==> src/rtl/core/ksa_pkg.sv <==
package ksa_pkg;

  // Table geometry and field widths.
  localparam int SLOTS   = 16;
  localparam int SLOT_W  = 4;
  localparam int COUNT_W = 5;
  localparam int KEY_W   = 32;
  localparam int OP_W    = 3;

  // Request codes.
  typedef enum logic [OP_W-1:0] {
    OP_ALLOC         = 3'd0,
    OP_RELEASE       = 3'd1,
    OP_RELEASE_MATCH = 3'd2,
    OP_RELEASE_ALL   = 3'd3,
    OP_COUNT         = 3'd4,
    OP_NTH           = 3'd5,
    OP_FIND          = 3'd6
  } op_t;

  // One registered request.
  typedef struct packed {
    logic [OP_W-1:0]   operation;
    logic [KEY_W-1:0]  key;
    logic              kind_flag;
    logic [SLOT_W-1:0] slot_index;
    logic [SLOT_W-1:0] nth_index;
  } req_t;

  // Table update produced by the execute logic.
  typedef struct packed {
    logic              set_en;
    logic [SLOT_W-1:0] set_idx;
    logic [KEY_W-1:0]  set_key;
    logic              set_kind;
    logic [SLOTS-1:0]  clear_mask;
  } upd_t;

  // Table status seen by the execute logic.
  typedef struct packed {
    logic [SLOTS-1:0] occupied;
    logic [SLOTS-1:0] match_vec;
  } tbl_stat_t;

  // One result.
  typedef struct packed {
    logic               ok;
    logic [SLOT_W-1:0]  slot;
    logic [COUNT_W-1:0] occupied_count;
  } res_t;

endpackage

==> src/rtl/core/keyed_slot_allocator_top.sv <==
// Each request passes the request register, then the result register, which raises done with it.
// Throughput: one request per cycle; busy is always low, as compare, priority encode and
// population count over the sixteen register entries fit between the request and result registers.
// Reset (rst, synchronous, active high) frees every slot and drops done.
// The receiver cannot stall: each result is shown for exactly one cycle.
module keyed_slot_allocator_top (
  input  logic                         clk,
  input  logic                         rst,
  input  logic                         start,
  output logic                         busy,
  input  logic [ksa_pkg::OP_W-1:0]     operation,
  input  logic [ksa_pkg::KEY_W-1:0]    key,
  input  logic                         kind_flag,
  input  logic [ksa_pkg::SLOT_W-1:0]   slot_index,
  input  logic [ksa_pkg::SLOT_W-1:0]   nth_index,
  output logic                         done,
  output logic                         ok,
  output logic [ksa_pkg::SLOT_W-1:0]   slot,
  output logic [ksa_pkg::COUNT_W-1:0]  occupied_count
);
  import ksa_pkg::*;

  logic      req_valid;
  req_t      req;
  upd_t      upd;
  tbl_stat_t stat;
  res_t      res;

  assign busy = 1'b0;

  // Request register: captures each transfer.
  always_ff @(posedge clk) begin
    if (rst) begin
      req_valid <= 1'b0;
    end else begin
      req_valid <= start && !busy;
    end
  end

  always_ff @(posedge clk) begin
    if (start && !busy) begin
      req.operation  <= operation;
      req.key        <= key;
      req.kind_flag  <= kind_flag;
      req.slot_index <= slot_index;
      req.nth_index  <= nth_index;
    end
  end

  ksa_table u_table (
    .clk      (clk),
    .rst      (rst),
    .cmp_key  (req.key),
    .cmp_kind (req.kind_flag),
    .upd      (upd),
    .stat     (stat)
  );

  ksa_exec u_exec (
    .valid (req_valid),
    .req   (req),
    .stat  (stat),
    .upd   (upd),
    .res   (res)
  );

  // Result register: one strobed result per request.
  always_ff @(posedge clk) begin
    if (rst) begin
      done <= 1'b0;
    end else begin
      done <= req_valid;
    end
  end

  always_ff @(posedge clk) begin
    ok             <= res.ok;
    slot           <= res.slot;
    occupied_count <= res.occupied_count;
  end

endmodule

==> src/rtl/core/ksa_table.sv <==
module ksa_table (
  input  logic                       clk,
  input  logic                       rst,
  input  logic [ksa_pkg::KEY_W-1:0]  cmp_key,
  input  logic                       cmp_kind,
  input  ksa_pkg::upd_t              upd,
  output ksa_pkg::tbl_stat_t         stat
);
  import ksa_pkg::*;

  logic [SLOTS-1:0] occupied;
  logic [KEY_W-1:0] slot_keys [SLOTS];
  logic             slot_kinds [SLOTS];

  // Occupied bits: set on allocation, cleared on release.
  always_ff @(posedge clk) begin
    if (rst) begin
      occupied <= '0;
    end else begin
      occupied <= (occupied | (upd.set_en ? (SLOTS'(1) << upd.set_idx) : '0))
                  & ~upd.clear_mask;
    end
  end

  // Key and kind storage, written on allocation only; a free entry is never matched.
  always_ff @(posedge clk) begin
    if (upd.set_en) begin
      slot_keys[upd.set_idx]  <= upd.set_key;
      slot_kinds[upd.set_idx] <= upd.set_kind;
    end
  end

  // Parallel compare of every occupied entry against the request.
  always_comb begin
    for (int i = 0; i < SLOTS; i++) begin
      stat.match_vec[i] = occupied[i] && (slot_keys[i] == cmp_key)
                          && (slot_kinds[i] == cmp_kind);
    end
    stat.occupied = occupied;
  end

endmodule

==> src/rtl/core/ksa_exec.sv <==
module ksa_exec (
  input  logic               valid,
  input  ksa_pkg::req_t      req,
  input  ksa_pkg::tbl_stat_t stat,
  output ksa_pkg::upd_t      upd,
  output ksa_pkg::res_t      res
);
  import ksa_pkg::*;

  logic                alloc_found;
  logic [SLOT_W-1:0]   alloc_idx;
  logic                match_found;
  logic [SLOT_W-1:0]   match_idx;
  logic [SLOTS-1:0]    nth_hit;
  logic                nth_found;
  logic [SLOT_W-1:0]   nth_idx;
  logic [SLOTS-1:0]    mask_next;
  logic                ok;
  logic [SLOT_W-1:0]   slot;

  // Lowest free slot and lowest matching slot.
  always_comb begin
    alloc_found = 1'b0;
    alloc_idx   = '0;
    match_found = 1'b0;
    match_idx   = '0;
    for (int i = SLOTS - 1; i >= 0; i--) begin
      if (!stat.occupied[i]) begin
        alloc_found = 1'b1;
        alloc_idx   = SLOT_W'(i);
      end
      if (stat.match_vec[i]) begin
        match_found = 1'b1;
        match_idx   = SLOT_W'(i);
      end
    end
  end

  // A slot is the n-th occupied one when it is occupied and exactly n occupied slots lie below.
  always_comb begin
    for (int i = 0; i < SLOTS; i++) begin
      nth_hit[i] = stat.occupied[i]
                   && (COUNT_W'($countones(stat.occupied & ((SLOTS'(1) << i) - SLOTS'(1))))
                       == {1'b0, req.nth_index});
    end
    nth_found = |nth_hit;
    nth_idx   = '0;
    for (int i = 0; i < SLOTS; i++) begin
      if (nth_hit[i]) begin
        nth_idx = SLOT_W'(i);
      end
    end
  end

  // Decode the request into a table update and a result.
  always_comb begin
    upd.set_en     = 1'b0;
    upd.set_idx    = alloc_idx;
    upd.set_key    = req.key;
    upd.set_kind   = req.kind_flag;
    upd.clear_mask = '0;
    ok             = 1'b0;
    slot           = '0;
    case (op_t'(req.operation))
      OP_ALLOC: begin
        if (alloc_found) begin
          upd.set_en = valid;
          ok         = 1'b1;
          slot       = alloc_idx;
        end
      end
      OP_RELEASE: begin
        if ((int'(req.slot_index) < SLOTS) && stat.occupied[req.slot_index]) begin
          upd.clear_mask = valid ? (SLOTS'(1) << req.slot_index) : '0;
          ok             = 1'b1;
          slot           = req.slot_index;
        end
      end
      OP_RELEASE_MATCH: begin
        if (match_found) begin
          upd.clear_mask = valid ? (SLOTS'(1) << match_idx) : '0;
          ok             = 1'b1;
          slot           = match_idx;
        end
      end
      OP_RELEASE_ALL: begin
        upd.clear_mask = valid ? '1 : '0;
        ok             = 1'b1;
      end
      OP_COUNT: begin
        ok = 1'b1;
      end
      OP_NTH: begin
        if (nth_found) begin
          ok   = 1'b1;
          slot = nth_idx;
        end
      end
      OP_FIND: begin
        if (match_found) begin
          ok   = 1'b1;
          slot = match_idx;
        end
      end
      default: begin
        ok = 1'b0;
      end
    endcase
  end

  // Occupancy after this step.
  always_comb begin
    mask_next = (stat.occupied | (upd.set_en ? (SLOTS'(1) << upd.set_idx) : '0))
                & ~upd.clear_mask;
    res.ok             = ok;
    res.slot           = slot;
    res.occupied_count = COUNT_W'($countones(mask_next));
  end

endmodule
==> config.mk <==
export PLATFORM = sky130hd
export DESIGN_NAME = keyed_slot_allocator_top
export DESIGN_NICKNAME = d
export VERILOG_FILES = /design/src/rtl/core/ksa_pkg.sv /design/src/rtl/core/keyed_slot_allocator_top.sv /design/src/rtl/core/ksa_table.sv /design/src/rtl/core/ksa_exec.sv
export SDC_FILE = /design/constraint.sdc
export NUM_CORES = 1
export LEC_CHECK = 0
export ABC_AREA = 1
export BUFFER_PORTS_ARGS = -buffer_cell sky130_fd_sc_hd__buf_2
export CAP_MARGIN = 20
export CORE_ASPECT_RATIO = 0.7
export CORE_MARGIN = 3
export CORE_UTILIZATION = 30
export CTS_CLUSTER_DIAMETER = 50
export DETAILED_ROUTE_END_ITERATION = 16
export GPL_ROUTABILITY_DRIVEN = 0
export PLACE_DENSITY_LB_ADDON = 0.2
export SLEW_MARGIN = 20
export SYNTH_ARGS = -nofsm -noshare
export SYNTH_HDL_FRONTEND = slang
export SYNTH_SLANG_ARGS = --single-unit
==> constraint.sdc <==
create_clock -name clk -period 6.4 [get_ports clk]
set_input_delay 0.64 -clock clk [delete_from_list [all_inputs] [get_ports clk]]
set_output_delay 0.64 -clock clk [all_outputs]
set_load 0.1 [all_outputs]
### Word-level counts from Yosys, hierarchy flattened

Memory sizes are Yosys's and may differ from the RTL's.
Index checks and enable logic that the tools add are counted.

| word-level totals | value |
|---|---|
| bits in registers | 72 |
| memory bits (writable) | 528 |
| bits of input ports | 47 |
| output and inout port bits | 12 |
| memories kept | 2 |

| operators by class | value |
|---|---|
| add/subtract/negate cells | 43 |
| order comparisons | 1 |
| equality and inequality tests | 53 |
| shifts and indexed selects | 3 |
| mux-type cells | 102 |
| bitwise logic cells | 3 |
| reduce and logical (&&, ||, !) cells | 53 |

Memory list:

| name | depth | bits a word | read ports | clocked after Yosys merged registers in | write ports | RTL line | source |
|---|---|---|---|---|---|---|---|
| u_table.slot_keys | 16 | 32 | 16 | 0 | 1 | ksa_table.sv:12 | `logic [KEY_W-1:0] slot_keys [SLOTS];` |
| u_table.slot_kinds | 16 | 1 | 16 | 0 | 1 | ksa_table.sv:13 | `logic slot_kinds [SLOTS];` |

Operator list:

| kind | number |
|---|---|
| $eq A32 B32 Y1 | 16 |
| $mux W4 | 50 |
| $add A5 B5 Y5 | 21 |
| $mux W16 | 6 |
| $eq A5 B4 Y1 | 14 |
| $logic_and A1 B1 Y1 | 48 |
| $pmux W16 S3 | 1 |
| $shl A1 B4 Y16 const A | 3 |
| $mux W1 | 42 |
| $add A5 B1 Y5 | 7 |
| $add A1 B1 Y2 | 15 |
| $and A16 B16 Y16 | 1 |
| $eq A1 B1 Y1 | 16 |
| $not A16 Y16 | 1 |
| $or A16 B16 Y16 | 1 |
| $pmux W4 S4 | 1 |
| $reduce_or A16 Y1 | 1 |
| $eq A3 B3 Y1 const B | 3 |
| $eq A3 B2 Y1 const B | 2 |
| $logic_not A5 Y1 | 1 |
| $lt A4 B5 Y1 const B | 1 |
| $pmux W1 S5 | 1 |
| $bmux W1 S4 | 1 |
| $eq A1 B4 Y1 | 1 |
| 3 further kinds | 4 |

### Logic depth before layout (Yosys ltp)

Gate-level depths: netlist of run 1.
An unclocked memory read counts as a cell.

| logic depth | value |
|---|---|
| depth in word-level cells | 30 |
| depth in mapped cells | 40 |

### Hierarchy

From an unflattened synthesis of run 1, not the netlist that was laid out.

| unflattened totals | value |
|---|---|
| cell total of the unflattened synthesis | 3,478 |
| area total of the unflattened synthesis | 31,360.1 um2 |

Modules (own cells, without submodules):

| module | instances | cells an instance | area each (um2) | seq. area each (um2) |
|---|---|---|---|---|
| ksa_table | 1 | 2,710 | 25,445.7 | 16,175.5 |
| ksa_exec | 1 | 706 | 4,326.6 | 0.0 |
| keyed_slot_allocator_top | 1 | 62 | 1,587.8 | 1,561.5 |

### Least setup slack after synthesis of run 1

OpenSTA, ideal clock, no wires.

| path | value |
|---|---|
| path type | reg2reg |
| from | reg u_table.occupied[8] |
| to | reg occupied_count[3] (netlist name) |
| library setup time | 0.119 ns |
| data arrival time | 6.093 ns |
| slack | 0.188 ns |
| cell stages (with the launch flop) | 20 |
| path buffers | 0 |
| period minus slack after synthesis | 6.212 ns |
| cells stage by stage | dfxtp_1 inv_1 o311ai_0 a31oi_1 nor2_1 nand2_1 nor2_1 or2_2 nand3_1 inv_1 ha_1 fa_1 fa_1 inv_1 fa_1 fa_1 inv_1 ha_1 fa_1 xor2_1 |

RTL lines:

| what | RTL line | source |
|---|---|---|
| start, declared | ksa_table.sv:11 | `logic [SLOTS-1:0] occupied;` |
| start signal, assigned | ksa_table.sv:20 | `occupied <= (occupied \| (upd.set_en ? (SLOTS'(1) << upd.set_idx) : '0))` |
| end signal, assigned | keyed_slot_allocator_top.sv:79 | `occupied_count <= res.occupied_count;` |
| end, declared | keyed_slot_allocator_top.sv:19 | `output logic [ksa_pkg::COUNT_W-1:0] occupied_count` |

==> results.md, run 1 <==
* Outcome: completed
* Layout cells sized above 1 at 18.7%
* Die Span X at 376 microns
* Drt total wl at 112000 microns
* Final Net Count at 2935
* Crit path kind: reg -> reg
* CTS sink count at 600
* Yosys reg bits at 600
* Reg2Reg Capture Point: occupied_count[3]
* First-pass detailed-route iteration total at 6
* Starting Density at 30.4%
* Total GRT Usage at 22.0%
* Slowest-stage cell, CP: fa_1
* Pleak at 0.0131 uW
* Stages on worst setup path at 29
* Max Cap Viol at 0
* Core Box Area at 94400 sq um
* Mapped Avg Cell Area at 11.3 sq um
* WL per Instance at 27.2 microns
* Synth Warn # at 0
* # DRC at 0
* Clock Skews at 0.0264 ns
* Placed insts at 3973
* TritonCTS clock tree: done
* Synth area leaders: edfxtp_1 (60%), nand2_1 (6.8%), inv_1 (2.9%), xnor2_1 (2.9%), xor2_1 (2.7%)
* EDFF count, synth at 572
* Fin cells at 4121
* Initial DRC Count at 3366
* Met1 usage at 34.2%
* Reg2reg path depth at 29
* Num rows at 94
* Pwr dens at 274 nW/um^2
* Root buffer cell: clkbuf_16
* CP top delay family: adder cells
* Sequential area share after synthesis at 61.8%
* Final setup fails at 0
* Final Cycle Share at 96.8%
* Max H-tree Level at 3
* Asr flop ratio synth at 0%
* Vias post-DR at 21792
* Die Ht at 265 microns
* F_max at 161 MHz
* Met3 GRT Util at 6.42%
* Vias/cell at 5.29
* Critical Path Start: req[15]
* Largest net degree at the start of global routing at 46
* Clock Tree Buf Depth at 3
* Synth Instances at 2528
* Hold crit path type: in -> reg
* Post-synth top cells: edfxtp_1 (572), nand2_1 (520), inv_1 (224)
* FF-to-FF setup slack at 0.21 ns
* Slew Viols, Final at 0
* Leading area contributor after synthesis: edfxtp_1
* Antenna Violating Nets Remaining at 0
* Worst setup SP type: register
* First-pass GRT wire length at 154000 microns
* HPWL after detailed placement at 78500 microns
* Skew-Pair Late Insertion Delay at 0.63 ns
* Total power at 9610 uW
* Count leader, synth: edfxtp_1
* Global route overflow at 0
* Worst reg2reg path startpoint: req[15]
* Hold Violations, Final at 0
* Worst-path fanout max at 12
* Cell Area, Synth at 28700 sq um
* Syn_nets at 2647
* Worst EP required at 6.91 ns
* Max transition margin at 28.5%
* CP endpoint kind: register
* Critical Path Sink: occupied_count[3]
* Post-CTS Hold Buffers at 0
* Die Area at 99400 sq um
* Slew @ Worst Pin at 1.07 ns
* CP Data Arrival Time at 6.70 ns
* Main flop type after synthesis: edfxtp_1
* Inserted Clock Buffers at 69
* CP max stage delay at 0.56 ns
* Area fraction of the dominant cell type after synthesis at 59.9%
* Met2 usage at 29.7%
* Busiest grt layer: met1
* Input/output buffers at 57
* Worst-path clk slew at 0.06 ns
* Vias in the first global route at 20608
* Buf/Inv on CP at 9
* Min Tclk post-route at 6.19 ns
* Area Overhead vs Synth at 22.1%
* Worst hold slack at 0.186 ns
* Initial antenna violation count at 15
* # IOs at 59
* Post-synth cell types at 63
* Max IR drop VDD at 0.178 mV
[worst reg2reg max path, delay by kind of cell, from the launching register on]
kind | cells | cell delay (ns)
AO/OA/AOI/OAI | 2 | 0.34
XOR/XNOR | 1 | 0.14
adder cells (fa/ha/maj) | 7 | 2.79
buffers and inverters | 9 | 1.20
flip-flops | 1 | 0.35
AND/OR/NAND/NOR | 10 | 1.27
[power breakdown]
group	switching (uW)	internal, uW	leakage (uW)	total [uW]
combinational	693	315	0.00652	1010
sequential	37.0	4360	0.00540	4390
clock	1730	2480	0.00116	4210
[placed cells by master (no fill, tap or decap), drive strengths merged, types with 28 or more instances in the layout]
cell type | Yosys | layout
a21oi | 28 | 28
buf | 81 | 306
clkbuf | 9 | 81
clkinv | 4 | 30
dfxtp | 28 | 28
edfxtp | 572 | 572
fa | 31 | 31
ha | 41 | 41
inv | 251 | 257
nand2 | 525 | 525
nand3 | 59 | 59
nand4 | 71 | 71
nor2 | 175 | 175
nor3 | 31 | 31
nor4 | 45 | 45
o2111ai | 38 | 38
o21ai | 150 | 150
o22ai | 65 | 65
or2 | 31 | 31
xnor2 | 96 | 96
xor2 | 91 | 91
[flip-flops by register name, summed over array words and instances, names as in the netlist]
| signal | cells |
|---|---|
| u_table.occupied | 16 |
| slot | 4 |
| req_valid | 1 |
| u_table.slot_kinds | 16 |
| occupied_count | 5 |
| done | 1 |
| u_table.slot_keys | 512 |
| req | 44 |
| ok | 1 |
[area by class of cell]
| type | count | area [sq um] |
|---|---|---|
| fill | 9192 | 59400 |
| tap | 1248 | 1560 |
| sequential | 600 | 17700 |
| clock inverter | 45 | 538 |
| timing repair buffer | 307 | 2780 |
| antenna | 3 | 7.51 |
| inverter | 255 | 993 |
| clock buffer | 80 | 1830 |
| multi-input combinational | 1583 | 9590 |
[how the worst min path moves through the flow]
stage / startpoint / to / slack (ns) / cells after the start
6_report: key[16] / req[25] / 0.19 / 1
4_1_cts: key[16] / req[25] / 0.15 / 1
2_1_floorplan: req[5] / slot[1] / 0.54 / 2
3_3_place_gp: req[19] / u_table.slot_keys[12][10] / 0.55 / 1
3_5_place_dp: req[19] / u_table.slot_keys[12][10] / 0.58 / 1
5_1_grt: key[20] / req[29] / 0.17 / 1
[metrics by stage]
step	utilization [%]	setup WS (ns)	TNS (ns)	instance area (sq um)
after floorplan	-	0.188	0	28700
after global placement	34.1	-0.305	-0.514	32200
after detailed placement	34.1	-0.281	-0.479	32200
after CTS	36.7	0.0255	0	34700
after global routing	37.1	-0.0163	-0.0163	35000
final	37.1	0.208	0	35000
[logic make-up after synthesis]
| group | count (synthesis) | synth area share (%) |
|---|---|---|
| compound gates | 370 | 8.28 |
| simple gates | 953 | 14.6 |
| xor+xnor | 187 | 5.73 |
| fa+ha+maj | 72 | 3.95 |
| other cells | 1 | 0.0131 |
| buf+inv | 345 | 5.65 |
| flops | 600 | 61.8 |
[layer usage]
layer | part of all wire [%] | vias up
li1 | - | 9518
met2 | 39 | 1294
met3 | 13 | 156
met1 | 46 | 10822
met4 | 2.2 | 2
met5 | 0.0089 | -
[what timing repair did]
action / in CTS / in global routing
buffers inserted: 4 / 11
setup endpoints to repair: 2 / 2
pin swaps: 0 / 10
gates resized for setup: 8 / 38
hold endpoints to repair: 0 / 0
cloned: 0 / 1
Power figures use the tool's default switching activity.
==> run 2, diff against run 1 <==
- PLACE_DENSITY_LB_ADDON: 0.2 -> 0.12
==> results.md, run 2 (synthesis results as in run 1) <==
* Max H-tree Level at 3
* Buf/Inv on CP at 30
* Net load switching power at 2580 uW
* CTS sink count at 600
* Total GRT Usage at 23.9%
* # IOs at 59
* Final setup fails at 0
* Die Ht at 265 microns
* Final Instance Area at 36300 sq um
* # DRC at 0
* Layout cells sized above 1 at 23.2%
* CP endpoint kind: register
* Worst reg2reg path startpoint: req[9]
* Final Cycle Share at 99.6%
* Placed instance area at 33000 sq um
* Worst EP required at 6.97 ns
* Final Net Count at 3066
* Worst setup SP type: register
* Num rows at 94
* Reg2Reg Capture Point: u_table.occupied[11]
* Input/output buffers at 57
* Inserted Clock Buffers at 74
* Gate power share at 11.3%
* Slew @ Worst Pin at 1.11 ns
* CP top delay family: buffers and inverters
* Hold crit path type: in -> reg
* Worst-path fanout max at 8
* Antenna Violating Nets Remaining at 0
* Final WS setup at 0.0235 ns
* CP Data Arrival Time at 6.95 ns
* WL per Instance at 28.5 microns
* First-pass GRT wire length at 167000 microns
* Min Tclk post-route at 6.38 ns
* Switch share at 26.6%
* Number of flip-flops in the largest register at 512
* Critical Path Sink: u_table.occupied[11]
* ANT cells at 0
* Worst-path clk slew at 0.06 ns
* Dpl ws at -0.432 ns
* Crit path kind: reg -> reg
* Die Span X at 376 microns
* CP most frequent cell: buf_4
* Largest net degree at the start of global routing at 46
* Post-CTS Hold Buffers at 0
* Max transition margin at 26.1%
* Pleak at 0.0137 uW
* Vias post-DR at 22436
* First-pass detailed-route iteration total at 8
* CP max stage delay at 0.48 ns
* Global route overflow at 0
* Core Box Area at 94400 sq um
* Max IR drop VDD at 0.168 mV
* Critical Path Start: req[9]
* Placed insts at 4052
* Drt total wl at 121000 microns
* RSZ-0062 raised after global routing: yes
* Largest regs: u_table.slot_keys: 512 flops, req: 44 flops
* Fin cells at 4254
* Vias in the first global route at 21411
* Most frequent cells in the layout: edfxtp_1 (572), nand2_1 (513), buf_4 (305)
* F_max at 157 MHz
* Pwr dens at 267 nW/um^2
* P_int at 7110 uW
* Seq pwr share at 45.3%
* HPWL after detailed placement at 86400 microns
* Die Area at 99400 sq um
* Slew Viols, Final at 0
* Clock Skews at 0.0284 ns
* TritonCTS clock tree: done
* Starting Density at 30.4%
* Clock share of power at 43.4%
* Skew-Pair Late Insertion Delay at 0.66 ns
* Vias/cell at 5.27
* Reg with most FFs: u_table.slot_keys
* Area Overhead vs Synth at 26.6%
* Max Cap Viol at 0
* Clock Tree Buf Depth at 3
* Initial antenna violation count at 8
* Reg2reg path depth at 44
* Stages on worst setup path at 44
* Outcome: completed
* Slowest-stage cell, CP: edfxtp_1
* Hold Violations, Final at 0
* Root buffer cell: clkbuf_16
* Most common cell after layout, fill and taps aside: edfxtp_1
* Initial DRC Count at 3123
* Final design utilization at 38.4%
* FF-to-FF setup slack at 0.02 ns
run 2: changes by cell type in the layout (fill, tap and decap cells not counted), moves of 6 or more:
| cell | previous run | this run |
|---|---|---|
| buf_4 | 198 | 305 |
| buf_6 | 6 | 12 |
| clkinvlp_4 | 3 | 9 |
| inv_2 | 21 | 27 |
| inv_1 | 223 | 217 |
| bufinv_16 | 10 | 3 |
| buf_12 | 43 | 54 |
run 2: worst min-delay path by stage:
stage             startpoint                   endpoint  slack [ns]  cells past startpoint
2_1_floorplan         req[5]                    slot[1]        0.54                      2
3_3_place_gp         req[28]  u_table.slot_keys[12][19]        0.52                      0
3_5_place_dp         req[28]  u_table.slot_keys[14][19]        0.53                      0
4_1_cts        slot_index[1]                     req[5]        0.11                      1
5_1_grt         operation[2]                    req[43]        0.13                      1
6_report             key[18]                    req[27]        0.16                      1
run 2: layer usage:
metal | track usage, % | vias up | wire length, microns
met1 | 37.5 | 11236 | 57900
met3 | 6.16 | 169 | 12700
met5 | 0 | - | 0
met4 | 5.09 | 0 | 2400
li1 | - | 9772 | -
met2 | 32.7 | 1259 | 48100
run 2: repair_timing:
action / in CTS / in global routing
pin swaps: 12 / 42
resized for setup: 22 / 65
endpoints found under the setup margin: 3 / 5
setup buffers: 37 / 26
run 2: metrics by stage:
stage / TNS, ns / hold slack, ns / power (uW)
2_1_floorplan: 0 / 0.540 / 4890
3_3_place_gp: -0.793 / 0.516 / 5520
3_5_place_dp: -0.761 / 0.526 / 5520
4_1_cts: 0 / 0.111 / 9730
5_1_grt: -0.254 / 0.132 / 9960
6_report: 0 / 0.161 / 9690
run 2: cell type report:
type | count | area [sq um]
fill | 9111 | 58100
sequential | 600 | 17700
multi-input combinational | 1583 | 9720
timing repair buffer | 433 | 3900
clock buffer | 91 | 2010
tap | 1248 | 1560
inverter | 255 | 981
clock inverter | 44 | 392
run 2: power groups by stage:
| stage | logic, uW | clock network (uW) | registers (uW) |
|---|---|---|---|
| floorplan | 386 | 0 | 4500 |
| global placement | 1050 | 0 | 4470 |
| detailed placement | 1050 | 0 | 4470 |
| CTS | 1060 | 4280 | 4390 |
| global route | 1140 | 4430 | 4390 |
| finish | 1100 | 4210 | 4390 |
